[src/design/gzh_pkg.sv]
`default_nettype none
// ----------------------------------------------------------------------------
// gzh_pkg
// Shared types and constants of the gzip member header parser.
// ----------------------------------------------------------------------------
package gzh_pkg;

    // longest name or comment, in bytes, before it is cut off
    localparam int MAX_STRING = 1024;
    localparam logic [16:0] STR_LIMIT = 17'(MAX_STRING);

    // fixed header bytes
    localparam logic [7:0] GZ_ID1 = 8'h1f;
    localparam logic [7:0] GZ_ID2 = 8'h8b;
    localparam logic [7:0] GZ_CM_DEFLATE = 8'h08;

    // flag bit positions
    localparam int FLG_FHCRC    = 1;
    localparam int FLG_FEXTRA   = 2;
    localparam int FLG_FNAME    = 3;
    localparam int FLG_FCOMMENT = 4;

    // depth of the result queue
    localparam int QUEUE_DEPTH = 4;
    localparam int QUEUE_AW    = $clog2(QUEUE_DEPTH);

    // result word kinds
    typedef enum logic [2:0] {
        KIND_EXTRA   = 3'd0,
        KIND_NAME    = 3'd1,
        KIND_COMMENT = 3'd2,
        KIND_DONE    = 3'd3,
        KIND_BAD     = 3'd4,
        KIND_PAYLOAD = 3'd5
    } kind_t;

    // parse phases
    typedef enum logic [9:0] {
        PH_FIXED   = 10'b00_0000_0001,
        PH_XLEN_LO = 10'b00_0000_0010,
        PH_XLEN_HI = 10'b00_0000_0100,
        PH_EXTRA   = 10'b00_0000_1000,
        PH_NAME    = 10'b00_0001_0000,
        PH_COMMENT = 10'b00_0010_0000,
        PH_CRC_LO  = 10'b00_0100_0000,
        PH_CRC_HI  = 10'b00_1000_0000,
        PH_PAYLOAD = 10'b01_0000_0000,
        PH_ERROR   = 10'b10_0000_0000
    } phase_t;

    // optional sections in stream order
    typedef enum logic [1:0] {
        SEC_XLEN    = 2'd0,
        SEC_NAME    = 2'd1,
        SEC_COMMENT = 2'd2,
        SEC_CRC     = 2'd3
    } sect_t;

    // one result word
    typedef struct packed {
        kind_t       kind;
        logic [7:0]  data_byte;
        logic [7:0]  header_flags;
        logic [31:0] mod_time;
        logic [15:0] header_crc;
        logic        last_of_run;
    } result_t;

    // words produced for one accepted byte
    typedef struct packed {
        logic [1:0] count;
        result_t    word0;
        result_t    word1;
    } push_t;

endpackage
`default_nettype wire

[src/design/gzh_if.sv]
`default_nettype none
// ----------------------------------------------------------------------------
// gzh_if
// Valid/ready channels of the parser: raw stream bytes in, result words out.
// ----------------------------------------------------------------------------
interface gzh_in_if;
    logic       valid;
    logic       ready;
    logic [7:0] stream_byte;
    logic       first_byte;

    modport source (output valid, output stream_byte, output first_byte, input ready);
    modport sink   (input valid, input stream_byte, input first_byte, output ready);
endinterface

interface gzh_out_if;
    logic        valid;
    logic        ready;
    logic [2:0]  kind;
    logic [7:0]  data_byte;
    logic [7:0]  header_flags;
    logic [31:0] mod_time;
    logic [15:0] header_crc;
    logic        last_of_run;

    modport source (output valid, output kind, output data_byte, output header_flags,
                    output mod_time, output header_crc, output last_of_run,
                    input ready);
    modport sink   (input valid, input kind, input data_byte, input header_flags,
                    input mod_time, input header_crc, input last_of_run,
                    output ready);
endinterface
`default_nettype wire

[src/design/gzh_parser.sv]
`default_nettype none
// ----------------------------------------------------------------------------
// gzh_parser
// Header state machine: one stream byte per accept, up to two result words.
// ----------------------------------------------------------------------------
module gzh_parser (
    input  wire logic           clk,
    input  wire logic           rst_n,
    input  wire logic           accept,
    input  wire logic [7:0]     stream_byte,
    input  wire logic           first_byte,
    output gzh_pkg::push_t      push
);

    gzh_pkg::phase_t phase_reg, phase_next;
    logic [15:0]     count_reg, count_next;
    logic [7:0]      flag_reg, flag_next;
    logic            magic_reg, magic_next;
    logic [31:0]     mtime_reg, mtime_next;
    logic [15:0]     xlen_reg, xlen_next;
    logic [15:0]     crc_reg, crc_next;

    gzh_pkg::kind_t  byte_kind;
    logic            emit_byte;
    logic            emit_done;
    logic            emit_bad;
    logic [16:0]     count_inc;
    logic [15:0]     xlen_full;
    gzh_pkg::result_t byte_word;
    gzh_pkg::result_t end_word;

    // first optional section at or after 'from' that the flags ask for
    function automatic gzh_pkg::phase_t enter_from(input gzh_pkg::sect_t from,
                                                   input logic [7:0] flags);
        gzh_pkg::phase_t r;
        r = gzh_pkg::PH_PAYLOAD;
        if (from <= gzh_pkg::SEC_CRC && flags[gzh_pkg::FLG_FHCRC])
            r = gzh_pkg::PH_CRC_LO;
        if (from <= gzh_pkg::SEC_COMMENT && flags[gzh_pkg::FLG_FCOMMENT])
            r = gzh_pkg::PH_COMMENT;
        if (from <= gzh_pkg::SEC_NAME && flags[gzh_pkg::FLG_FNAME])
            r = gzh_pkg::PH_NAME;
        if (from == gzh_pkg::SEC_XLEN && flags[gzh_pkg::FLG_FEXTRA])
            r = gzh_pkg::PH_XLEN_LO;
        return r;
    endfunction

    // next state and result selection
    always_comb
    begin
        phase_next = phase_reg;
        count_next = count_reg;
        flag_next  = flag_reg;
        magic_next = magic_reg;
        mtime_next = mtime_reg;
        xlen_next  = xlen_reg;
        crc_next   = crc_reg;
        emit_byte  = 1'b0;
        emit_done  = 1'b0;
        emit_bad   = 1'b0;
        byte_kind  = gzh_pkg::KIND_PAYLOAD;
        xlen_full  = 16'd0;

        // start of a new stream clears everything
        if (first_byte)
        begin
            phase_next = gzh_pkg::PH_FIXED;
            count_next = 16'd0;
            flag_next  = 8'd0;
            magic_next = 1'b1;
            mtime_next = 32'd0;
            xlen_next  = 16'd0;
            crc_next   = 16'd0;
        end

        count_inc = {1'b0, count_next} + 17'd1;

        case (phase_next)
            gzh_pkg::PH_FIXED:
            begin
                case (count_next)
                    16'd0: if (stream_byte != gzh_pkg::GZ_ID1) magic_next = 1'b0;
                    16'd1: if (stream_byte != gzh_pkg::GZ_ID2) magic_next = 1'b0;
                    16'd2: if (stream_byte != gzh_pkg::GZ_CM_DEFLATE) magic_next = 1'b0;
                    16'd3: flag_next = stream_byte;
                    16'd4: mtime_next[7:0]   = mtime_next[7:0]   | stream_byte;
                    16'd5: mtime_next[15:8]  = mtime_next[15:8]  | stream_byte;
                    16'd6: mtime_next[23:16] = mtime_next[23:16] | stream_byte;
                    16'd7: mtime_next[31:24] = mtime_next[31:24] | stream_byte;
                    default: ;
                endcase
                if (count_next >= 16'd9)
                begin
                    count_next = 16'd0;
                    if (!magic_next)
                    begin
                        phase_next = gzh_pkg::PH_ERROR;
                        emit_bad   = 1'b1;
                    end
                    else
                    begin
                        phase_next = enter_from(gzh_pkg::SEC_XLEN, flag_next);
                        emit_done  = (phase_next == gzh_pkg::PH_PAYLOAD);
                    end
                end
                else
                begin
                    count_next = count_inc[15:0];
                end
            end
            gzh_pkg::PH_XLEN_LO:
            begin
                xlen_next  = {8'd0, stream_byte};
                phase_next = gzh_pkg::PH_XLEN_HI;
            end
            gzh_pkg::PH_XLEN_HI:
            begin
                xlen_full  = {stream_byte, xlen_next[7:0]};
                xlen_next  = xlen_full;
                count_next = 16'd0;
                if (xlen_full == 16'd0)
                begin
                    phase_next = enter_from(gzh_pkg::SEC_NAME, flag_next);
                    emit_done  = (phase_next == gzh_pkg::PH_PAYLOAD);
                end
                else
                begin
                    phase_next = gzh_pkg::PH_EXTRA;
                end
            end
            gzh_pkg::PH_EXTRA:
            begin
                emit_byte = 1'b1;
                byte_kind = gzh_pkg::KIND_EXTRA;
                if (count_inc >= {1'b0, xlen_next})
                begin
                    count_next = 16'd0;
                    phase_next = enter_from(gzh_pkg::SEC_NAME, flag_next);
                    emit_done  = (phase_next == gzh_pkg::PH_PAYLOAD);
                end
                else
                begin
                    count_next = count_inc[15:0];
                end
            end
            gzh_pkg::PH_NAME, gzh_pkg::PH_COMMENT:
            begin
                emit_byte = 1'b1;
                byte_kind = (phase_next == gzh_pkg::PH_NAME) ? gzh_pkg::KIND_NAME
                                                             : gzh_pkg::KIND_COMMENT;
                if (stream_byte == 8'd0 || count_inc >= gzh_pkg::STR_LIMIT)
                begin
                    count_next = 16'd0;
                    phase_next = enter_from((phase_next == gzh_pkg::PH_NAME)
                                            ? gzh_pkg::SEC_COMMENT : gzh_pkg::SEC_CRC,
                                            flag_next);
                    emit_done  = (phase_next == gzh_pkg::PH_PAYLOAD);
                end
                else
                begin
                    count_next = count_inc[15:0];
                end
            end
            gzh_pkg::PH_CRC_LO:
            begin
                crc_next   = {8'd0, stream_byte};
                phase_next = gzh_pkg::PH_CRC_HI;
            end
            gzh_pkg::PH_CRC_HI:
            begin
                crc_next   = {stream_byte, crc_next[7:0]};
                phase_next = gzh_pkg::PH_PAYLOAD;
                emit_done  = 1'b1;
            end
            gzh_pkg::PH_PAYLOAD:
            begin
                emit_byte = 1'b1;
                byte_kind = gzh_pkg::KIND_PAYLOAD;
            end
            default: ;
        endcase
    end

    // result words: the byte itself, then header done or bad header
    always_comb
    begin
        byte_word              = '0;
        byte_word.kind         = byte_kind;
        byte_word.data_byte    = stream_byte;
        byte_word.last_of_run  = !(emit_done || emit_bad);

        end_word               = '0;
        end_word.kind          = emit_bad ? gzh_pkg::KIND_BAD : gzh_pkg::KIND_DONE;
        end_word.header_flags  = emit_done ? flag_next  : 8'd0;
        end_word.mod_time      = emit_done ? mtime_next : 32'd0;
        end_word.header_crc    = emit_done ? crc_next   : 16'd0;
        end_word.last_of_run   = 1'b1;

        push       = '0;
        push.word0 = emit_byte ? byte_word : end_word;
        push.word1 = end_word;
        if (accept)
            push.count = {1'b0, emit_byte} + {1'b0, (emit_done || emit_bad)};
    end

    // parse state
    always_ff @(posedge clk or negedge rst_n)
    begin
        if (!rst_n)
        begin
            phase_reg <= gzh_pkg::PH_FIXED;
            count_reg <= 16'd0;
            flag_reg  <= 8'd0;
            magic_reg <= 1'b1;
            mtime_reg <= 32'd0;
            xlen_reg  <= 16'd0;
            crc_reg   <= 16'd0;
        end
        else if (accept)
        begin
            phase_reg <= phase_next;
            count_reg <= count_next;
            flag_reg  <= flag_next;
            magic_reg <= magic_next;
            mtime_reg <= mtime_next;
            xlen_reg  <= xlen_next;
            crc_reg   <= crc_next;
        end
    end

endmodule
`default_nettype wire

[src/design/gzh_out_queue.sv]
`default_nettype none
// ----------------------------------------------------------------------------
// gzh_out_queue
// Small result queue: takes up to two words a cycle, gives one word a cycle while the receiver is ready.
// ----------------------------------------------------------------------------
module gzh_out_queue (
    input  wire logic           clk,
    input  wire logic           rst_n,
    input  wire gzh_pkg::push_t push,
    output logic                room,
    gzh_out_if.source           result
);

    gzh_pkg::result_t                 slot_reg [gzh_pkg::QUEUE_DEPTH];
    logic [gzh_pkg::QUEUE_AW-1:0]     wr_ptr_reg, wr_ptr_next;
    logic [gzh_pkg::QUEUE_AW-1:0]     rd_ptr_reg, rd_ptr_next;
    logic [gzh_pkg::QUEUE_AW:0]       fill_reg, fill_next;
    logic [gzh_pkg::QUEUE_AW-1:0]     wr_ptr_second;
    logic                             pop;
    gzh_pkg::result_t                 head;

    // room for a two-word burst
    assign room = (fill_reg <= (gzh_pkg::QUEUE_AW+1)'(gzh_pkg::QUEUE_DEPTH - 2));
    assign pop  = result.valid && result.ready;
    assign wr_ptr_second = wr_ptr_reg + 1'b1;

    // pointer and fill bookkeeping
    always_comb
    begin
        wr_ptr_next = wr_ptr_reg + push.count[gzh_pkg::QUEUE_AW-1:0];
        rd_ptr_next = rd_ptr_reg + {{(gzh_pkg::QUEUE_AW-1){1'b0}}, pop};
        fill_next   = fill_reg + {{(gzh_pkg::QUEUE_AW-1){1'b0}}, push.count}
                      - {{gzh_pkg::QUEUE_AW{1'b0}}, pop};
    end

    always_ff @(posedge clk or negedge rst_n)
    begin
        if (!rst_n)
        begin
            wr_ptr_reg <= '0;
            rd_ptr_reg <= '0;
            fill_reg   <= '0;
        end
        else
        begin
            wr_ptr_reg <= wr_ptr_next;
            rd_ptr_reg <= rd_ptr_next;
            fill_reg   <= fill_next;
        end
    end

    // word storage
    always_ff @(posedge clk)
    begin
        if (push.count != 2'd0)
            slot_reg[wr_ptr_reg] <= push.word0;
        if (push.count == 2'd2)
            slot_reg[wr_ptr_second] <= push.word1;
    end

    // head of queue onto the output channel
    assign head                = slot_reg[rd_ptr_reg];
    assign result.valid        = (fill_reg != '0);
    assign result.kind         = head.kind;
    assign result.data_byte    = head.data_byte;
    assign result.header_flags = head.header_flags;
    assign result.mod_time     = head.mod_time;
    assign result.header_crc   = head.header_crc;
    assign result.last_of_run  = head.last_of_run;

endmodule
`default_nettype wire

[src/design/gzip_member_header_parser_unit.sv]
`default_nettype none
// ----------------------------------------------------------------------------
// gzip_member_header_parser_unit
// Parses a gzip member header byte by byte and streams out its sections.
// ----------------------------------------------------------------------------
// Takes one stream byte per cycle and gives extra, name, comment and payload
// bytes as result words, plus one header done word (flags, mtime, header CRC)
// or one bad header word. A byte that ends a section can give two words; the
// four-word result queue absorbs them, so the block keeps taking one byte per
// cycle while the queue has room for two words and the output drains one word
// per cycle. Result words are registered in the queue before they reach the output.
module gzip_member_header_parser_unit (
    input  wire logic  clk,
    input  wire logic  rst_n,
    gzh_in_if.sink     stream,
    gzh_out_if.source  result
);

    gzh_pkg::push_t push;
    logic           room;
    logic           accept;

    assign stream.ready = room;
    assign accept       = stream.valid && room;

    // header state machine
    gzh_parser u_parser (
        .clk         (clk),
        .rst_n       (rst_n),
        .accept      (accept),
        .stream_byte (stream.stream_byte),
        .first_byte  (stream.first_byte),
        .push        (push)
    );

    // result queue
    gzh_out_queue u_queue (
        .clk    (clk),
        .rst_n  (rst_n),
        .push   (push),
        .room   (room),
        .result (result)
    );

`ifndef ASSERT_OFF
    // a two-word burst is a section byte followed by header done
    assert property (@(posedge clk) disable iff (!rst_n)
        push.count == 2'd2 |-> (push.word1.kind == gzh_pkg::KIND_DONE) &&
            (push.word0.kind == gzh_pkg::KIND_EXTRA || push.word0.kind == gzh_pkg::KIND_NAME
             || push.word0.kind == gzh_pkg::KIND_COMMENT))
        else $error("two-word burst with unexpected kinds");

    // only the final word of a burst is marked last
    assert property (@(posedge clk) disable iff (!rst_n)
        push.count == 2'd2 |-> !push.word0.last_of_run && push.word1.last_of_run)
        else $error("last_of_run misplaced in burst");

    // input is held off only while results are waiting
    assert property (@(posedge clk) disable iff (!rst_n)
        !stream.ready |-> result.valid)
        else $error("input stalled with empty queue");

    // nothing is pushed without an accepted byte
    assert property (@(posedge clk) disable iff (!rst_n)
        !accept |-> push.count == 2'd0)
        else $error("result pushed without input");
`endif

endmodule
`default_nettype wire

[src/flat_wrapper.sv]
// flat-port wrapper written by rule: the top's interface ports become plain ports
module gzip_member_header_parser_unit_flat 
  (clk, rst_n, stream_valid, stream_stream_byte, stream_first_byte, stream_ready, result_valid, result_kind, result_data_byte, result_header_flags, result_mod_time, result_header_crc, result_last_of_run, result_ready);
  gzh_in_if stream_i ();
  gzh_out_if result_i ();
  input  wire logic clk;
  input  wire logic rst_n;
  input wire logic [$bits(stream_i.valid)-1:0] stream_valid;
  input wire logic [$bits(stream_i.stream_byte)-1:0] stream_stream_byte;
  input wire logic [$bits(stream_i.first_byte)-1:0] stream_first_byte;
  output wire logic [$bits(stream_i.ready)-1:0] stream_ready;
  output wire logic [$bits(result_i.valid)-1:0] result_valid;
  output wire logic [$bits(result_i.kind)-1:0] result_kind;
  output wire logic [$bits(result_i.data_byte)-1:0] result_data_byte;
  output wire logic [$bits(result_i.header_flags)-1:0] result_header_flags;
  output wire logic [$bits(result_i.mod_time)-1:0] result_mod_time;
  output wire logic [$bits(result_i.header_crc)-1:0] result_header_crc;
  output wire logic [$bits(result_i.last_of_run)-1:0] result_last_of_run;
  input wire logic [$bits(result_i.ready)-1:0] result_ready;
  assign stream_i.valid = stream_valid;
  assign stream_i.stream_byte = stream_stream_byte;
  assign stream_i.first_byte = stream_first_byte;
  assign stream_ready = stream_i.ready;
  assign result_valid = result_i.valid;
  assign result_kind = result_i.kind;
  assign result_data_byte = result_i.data_byte;
  assign result_header_flags = result_i.header_flags;
  assign result_mod_time = result_i.mod_time;
  assign result_header_crc = result_i.header_crc;
  assign result_last_of_run = result_i.last_of_run;
  assign result_i.ready = result_ready;
  gzip_member_header_parser_unit u_core (.clk(clk), .rst_n(rst_n), .stream(stream_i), .result(result_i));
endmodule
[config.mk]
export PLATFORM = sky130hd
export DESIGN_NAME = gzip_member_header_parser_unit_flat
export DESIGN_NICKNAME = d
export VERILOG_FILES = /design/src/design/gzh_pkg.sv /design/src/design/gzh_if.sv /design/src/design/gzh_parser.sv /design/src/design/gzh_out_queue.sv /design/src/design/gzip_member_header_parser_unit.sv /design/src/flat_wrapper.sv
export SDC_FILE = /design/constraint.sdc
export NUM_CORES = 1
export LEC_CHECK = 0
export BUFFER_PORTS_ARGS = -buffer_cell sky130_fd_sc_hd__buf_4
export CAP_MARGIN = 20
export CORE_ASPECT_RATIO = 1.75
export CORE_MARGIN = 4
export CORE_UTILIZATION = 49
export CTS_CLUSTER_SIZE = 25
export DETAILED_ROUTE_END_ITERATION = 10
export PLACE_DENSITY_LB_ADDON = 0.25
export SETUP_SLACK_MARGIN = 0.5
export SLEW_MARGIN = 30
export SYNTH_ARGS = -nofsm -noshare
export SYNTH_HDL_FRONTEND = slang
export SYNTH_SLANG_ARGS = --single-unit
[constraint.sdc]
create_clock -name clk -period 12.75 [get_ports clk]
set_clock_uncertainty 0.1 [all_clocks]
set_input_delay 1.275 -clock clk [delete_from_list [all_inputs] [get_ports clk]]
set_output_delay 1.275 -clock clk [all_outputs]
set_load 0.05 [all_outputs]
==> results by group <==
Route
  • Vias per inst: 6.22
  • Routed wire length: 49900 um
  • Pre-antenna DRT Iters: 5
  • Routed via count: 13.7k
  • Post-detailed-route count of antenna-violating nets: 0
  • Post-route DRC violation count: 0
  • Wire length per cell after detailed routing: 22.6 um
  • Drt first-iter violations: 1083

Worst setup path
  • Critical register-to-register path startpoint: u_core.u_parser.count_reg[0]
  • Buf+Inv Stages, Crit Path: 5
  • Required @ worst endpoint: 12.82 ns
  • Worst Setup End Kind: flop
  • Crit path arrival time: 8.54 ns
  • CP Launch Type: input pin
  • Critical path fanouts, max: 163
  • Most repeated library cell on the critical path: sky130_fd_sc_hd__buf_4
  • Endpoint of the lowest-slack register-to-register path: u_core.u_queue.slot_reg[3][26]
  • Setup slack on the worst flop-to-flop path: 5.06 ns
  • CP max stage delay: 0.66 ns
  • Classification of the worst setup path: input pin to flop
  • CP cell instances: buf_4 > inv_2 > buf_4 > nand2_1 > xnor2_1 > ha_1 > a21o_1 > a221o_1 > a222oi_1 > o2111ai_1 > a31o_1 > o21ai_4 > buf_12 > nand3_1 > ha_1 > nor2_1 > nor2_1 > nand3_1 > nand2_2 > buf_4
  • Standard cell with the maximum stage delay on the critical path: sky130_fd_sc_hd__buf_12
  • Crit path max-delay family: buffers and inverters
  • FF-to-FF path depth: 21

STA
  • Max Slew Vio Count: 0
  • Least setup slack across all paths after layout: 4.27 ns
  • Hold_ws: 0.374 ns
  • Actual slew at the worst max-slew pin: 1.03 ns
  • Min Tclk post-route: 8.48 ns
  • Relative slew slack: 0.314
  • Achievable Freq: 118 MHz
  • Number of endpoints failing setup at the final stage: 0
  • Final clock period utilization by the worst path: 0.665
  • Post-Route Setup TNS: 0 ns
  • RSZ-0062 raised after global routing: no
  • Fin. Hold Viols: 0

Floorplanning
  • Die height: 273 um
  • Standard-cell rows: 96
  • Area of the core region: 39400 um2
  • Top-level I/O count: 83
  • Die width: 159 um
  • Die Footprint: 43500 um2
  • Initial core utilization: 0.499

Synthesis
  • Synth Net Count: 1746
  • Number of synthesized flops with an enable pin: 236
  • Cell count after synthesis: 1707
  • Sequential area share after synthesis: 0.532
  • Fraction of synthesized cell area taken by the top area cell type: 0.360
  • Yosys warning total: 0
  • Top cells by area in the synthesized netlist: sky130_fd_sc_hd__edfxtp_1 36%, sky130_fd_sc_hd__dfrtp_1 13%, sky130_fd_sc_hd__mux4_2 7.8%
  • Number of distinct library cells after synthesis: 77
  • Most common flop cell mapped by yosys: sky130_fd_sc_hd__edfxtp_1
  • Post-synthesis register bit count: 378
  • Share of synthesized flip-flops with an asynchronous set or reset: 0.280
  • Synth Cell Area: 19700 um2
  • Synthesized area per cell: 11.5 um2
  • Cell type with the largest total area after synthesis: sky130_fd_sc_hd__edfxtp_1

Clock network
  • Post_cts resized: 0
  • Buffers from clock root to sink, at most: 3
  • H-Tree Depth: 2
  • Total CTS buffers: 36
  • Number of buffers inserted for hold repair after clock tree synthesis: 0
  • Clk sinks: 378
  • Post-CTS Setup Inserts: 0
  • Clk Latency, worst-skew pair: 0.53 ns
  • TritonCTS clock tree: built
  • Clock edge transition at the registers on the reported setup and hold paths: 0.06 ns
  • Clock root buffer master: sky130_fd_sc_hd__clkbuf_16

GRT
  • Total global routing track utilization: 0.227
  • Grt ovf: 0
  • Global-route wire length before repair: 79200 um
  • Antenna violations before repair: 0
  • Pin count of the biggest net entering global routing: 164
  • Via count of the first global-routing pass: 13.9k

Place
  • Number of placed instances, taps included: 2139
  • GPL Wtd Cong: 0.900
  • Setup WS pre-CTS: 3.83 ns
  • HPWL Detailed: 28800 um
  • Number of buffers added on ports: 82

Power and ir drop
  • PwrDens: 173 nW/um2
  • Leak pwr: 7.26 nW
  • Worst vdd ir: 0.176 mV

Layout
  • Largest register FFs: 272
  • Total of fill cells in the finished design: 3347
  • Fraction of final layout cells sized beyond drive strength 1: 0.234
  • Most common cell after layout, fill and taps aside: sky130_fd_sc_hd__nand2_1
  • P&R area growth vs syn: 9.66%
  • Cell Count, Final, Fillers Out: 2206
  • N_diodes: 0
  • Post-route core utilization: 0.547
  • Count of nets after finishing: 1727
  • Most frequent cells in the layout: 319 x sky130_fd_sc_hd__nand2_1, 236 x sky130_fd_sc_hd__edfxtp_1, 130 x sky130_fd_sc_hd__a21oi_2

Status
  • Outcome: completed

Job
  • Maximum capacitance violations: 0

Worst hold path
  • Launch instance of the worst min-delay path: u_core.u_queue.slot_reg[0][61]
  • Class of the tightest hold or removal check: flop to flop
  • Number of instances on the worst hold path: 2
  • Terminating pin of the worst hold path: u_core.u_queue.slot_reg[0][61]
synth_stat cells, drive strengths merged (4+ instances only):
master	n
nand3	49
clkbuf	96
nor3b	6
o22ai	6
a22o	116
a31o	4
xnor2	10
mux2	4
nand4b	5
inv	22
mux4	68
dfrtp	104
nor3	15
o21ai	75
or3	7
nor2	43
a31oi	4
o2111ai	6
buf	67
nor4	19
o211ai	7
xor2	9
nor2b	11
o32ai	4
and3	6
ha	25
dfxtp	36
a21oi	245
nand2b	8
a211oi	5
and2	10
a32o	6
nand4	4
edfxtp	236
mux2i	6
nand2	324
metal layers:
layer  global-route usage  up-vias  routed length (um)
li1                     -     6308                   -
met2                0.417      403               26500
met1                0.270     6916               19200
met4               0.0971        0                2060
met3               0.0243      100                2150
met5                    0        -                   0
per-stage QoR:
step / total power, mW / cell area (um2)
global placement: 2.66 / 20300
detailed placement: 2.68 / 20300
CTS: 3.77 / 21500
finish: 3.74 / 21600
global route: 3.89 / 21600
floorplan: 2.32 / 19700
report_power, final:
| part | leakage [nW] | internal (mW) | total, mW | switching [mW] |
|---|---|---|---|---|
| Combinational | 2.66 | 0.413 | 1.20 | 0.789 |
| Clock | 0.585 | 0.623 | 1.10 | 0.473 |
| Sequential | 4.01 | 1.36 | 1.44 | 0.0844 |
worst reg2reg max path: cells and delay by family (launching register included):
kind / cells / cell delay (ns)
buffers and inverters: 3 / 1.45
AOI/OAI and AO/OA: 5 / 1.25
DFF: 1 / 0.40
and+or+nand+nor: 9 / 2.60
muxes: 1 / 0.40
adders and majority gates: 3 / 1.08
area by class of cell:
type                       count  area, um2  area share
multi-input combinational   1144       8340       0.387
tap                          490        613      0.0284
inverter                      22       82.6     0.00383
sequential                   378      10500       0.486
clock inverter                14        141     0.00656
timing repair buffer         106        861      0.0399
clock buffer                  52       1050      0.0489
cell families after synthesis:
| group | after synthesis | synth area share |
|---|---|---|
| buffers and inverters | 185 | 0.0491 |
| AO/OA/AOI/OAI | 503 | 0.188 |
| multiplexers | 78 | 0.0832 |
| AND/OR/NAND/NOR | 518 | 0.122 |
| adder cells (fa/ha/maj) | 26 | 0.0169 |
| XOR/XNOR | 19 | 0.00846 |
| flip-flops | 378 | 0.532 |
how the worst max path moves through the flow:
stage,start,endpoint,slack [ns],cells past startpoint
global placement,stream_first_byte,u_core.u_queue.slot_reg[3][43],4.01,23
floorplan,stream_first_byte,u_core.u_queue.slot_reg[2][10],4.15,26
global route,stream_first_byte,u_core.u_queue.slot_reg[2][28],3.66,25
CTS,stream_first_byte,u_core.u_queue.slot_reg[2][25],4.39,25
finish,stream_first_byte,u_core.u_queue.slot_reg[3][26],4.27,20
detailed placement,stream_first_byte,u_core.u_queue.slot_reg[3][29],3.83,23
Note: power is estimated with default switching activity, not from simulation.
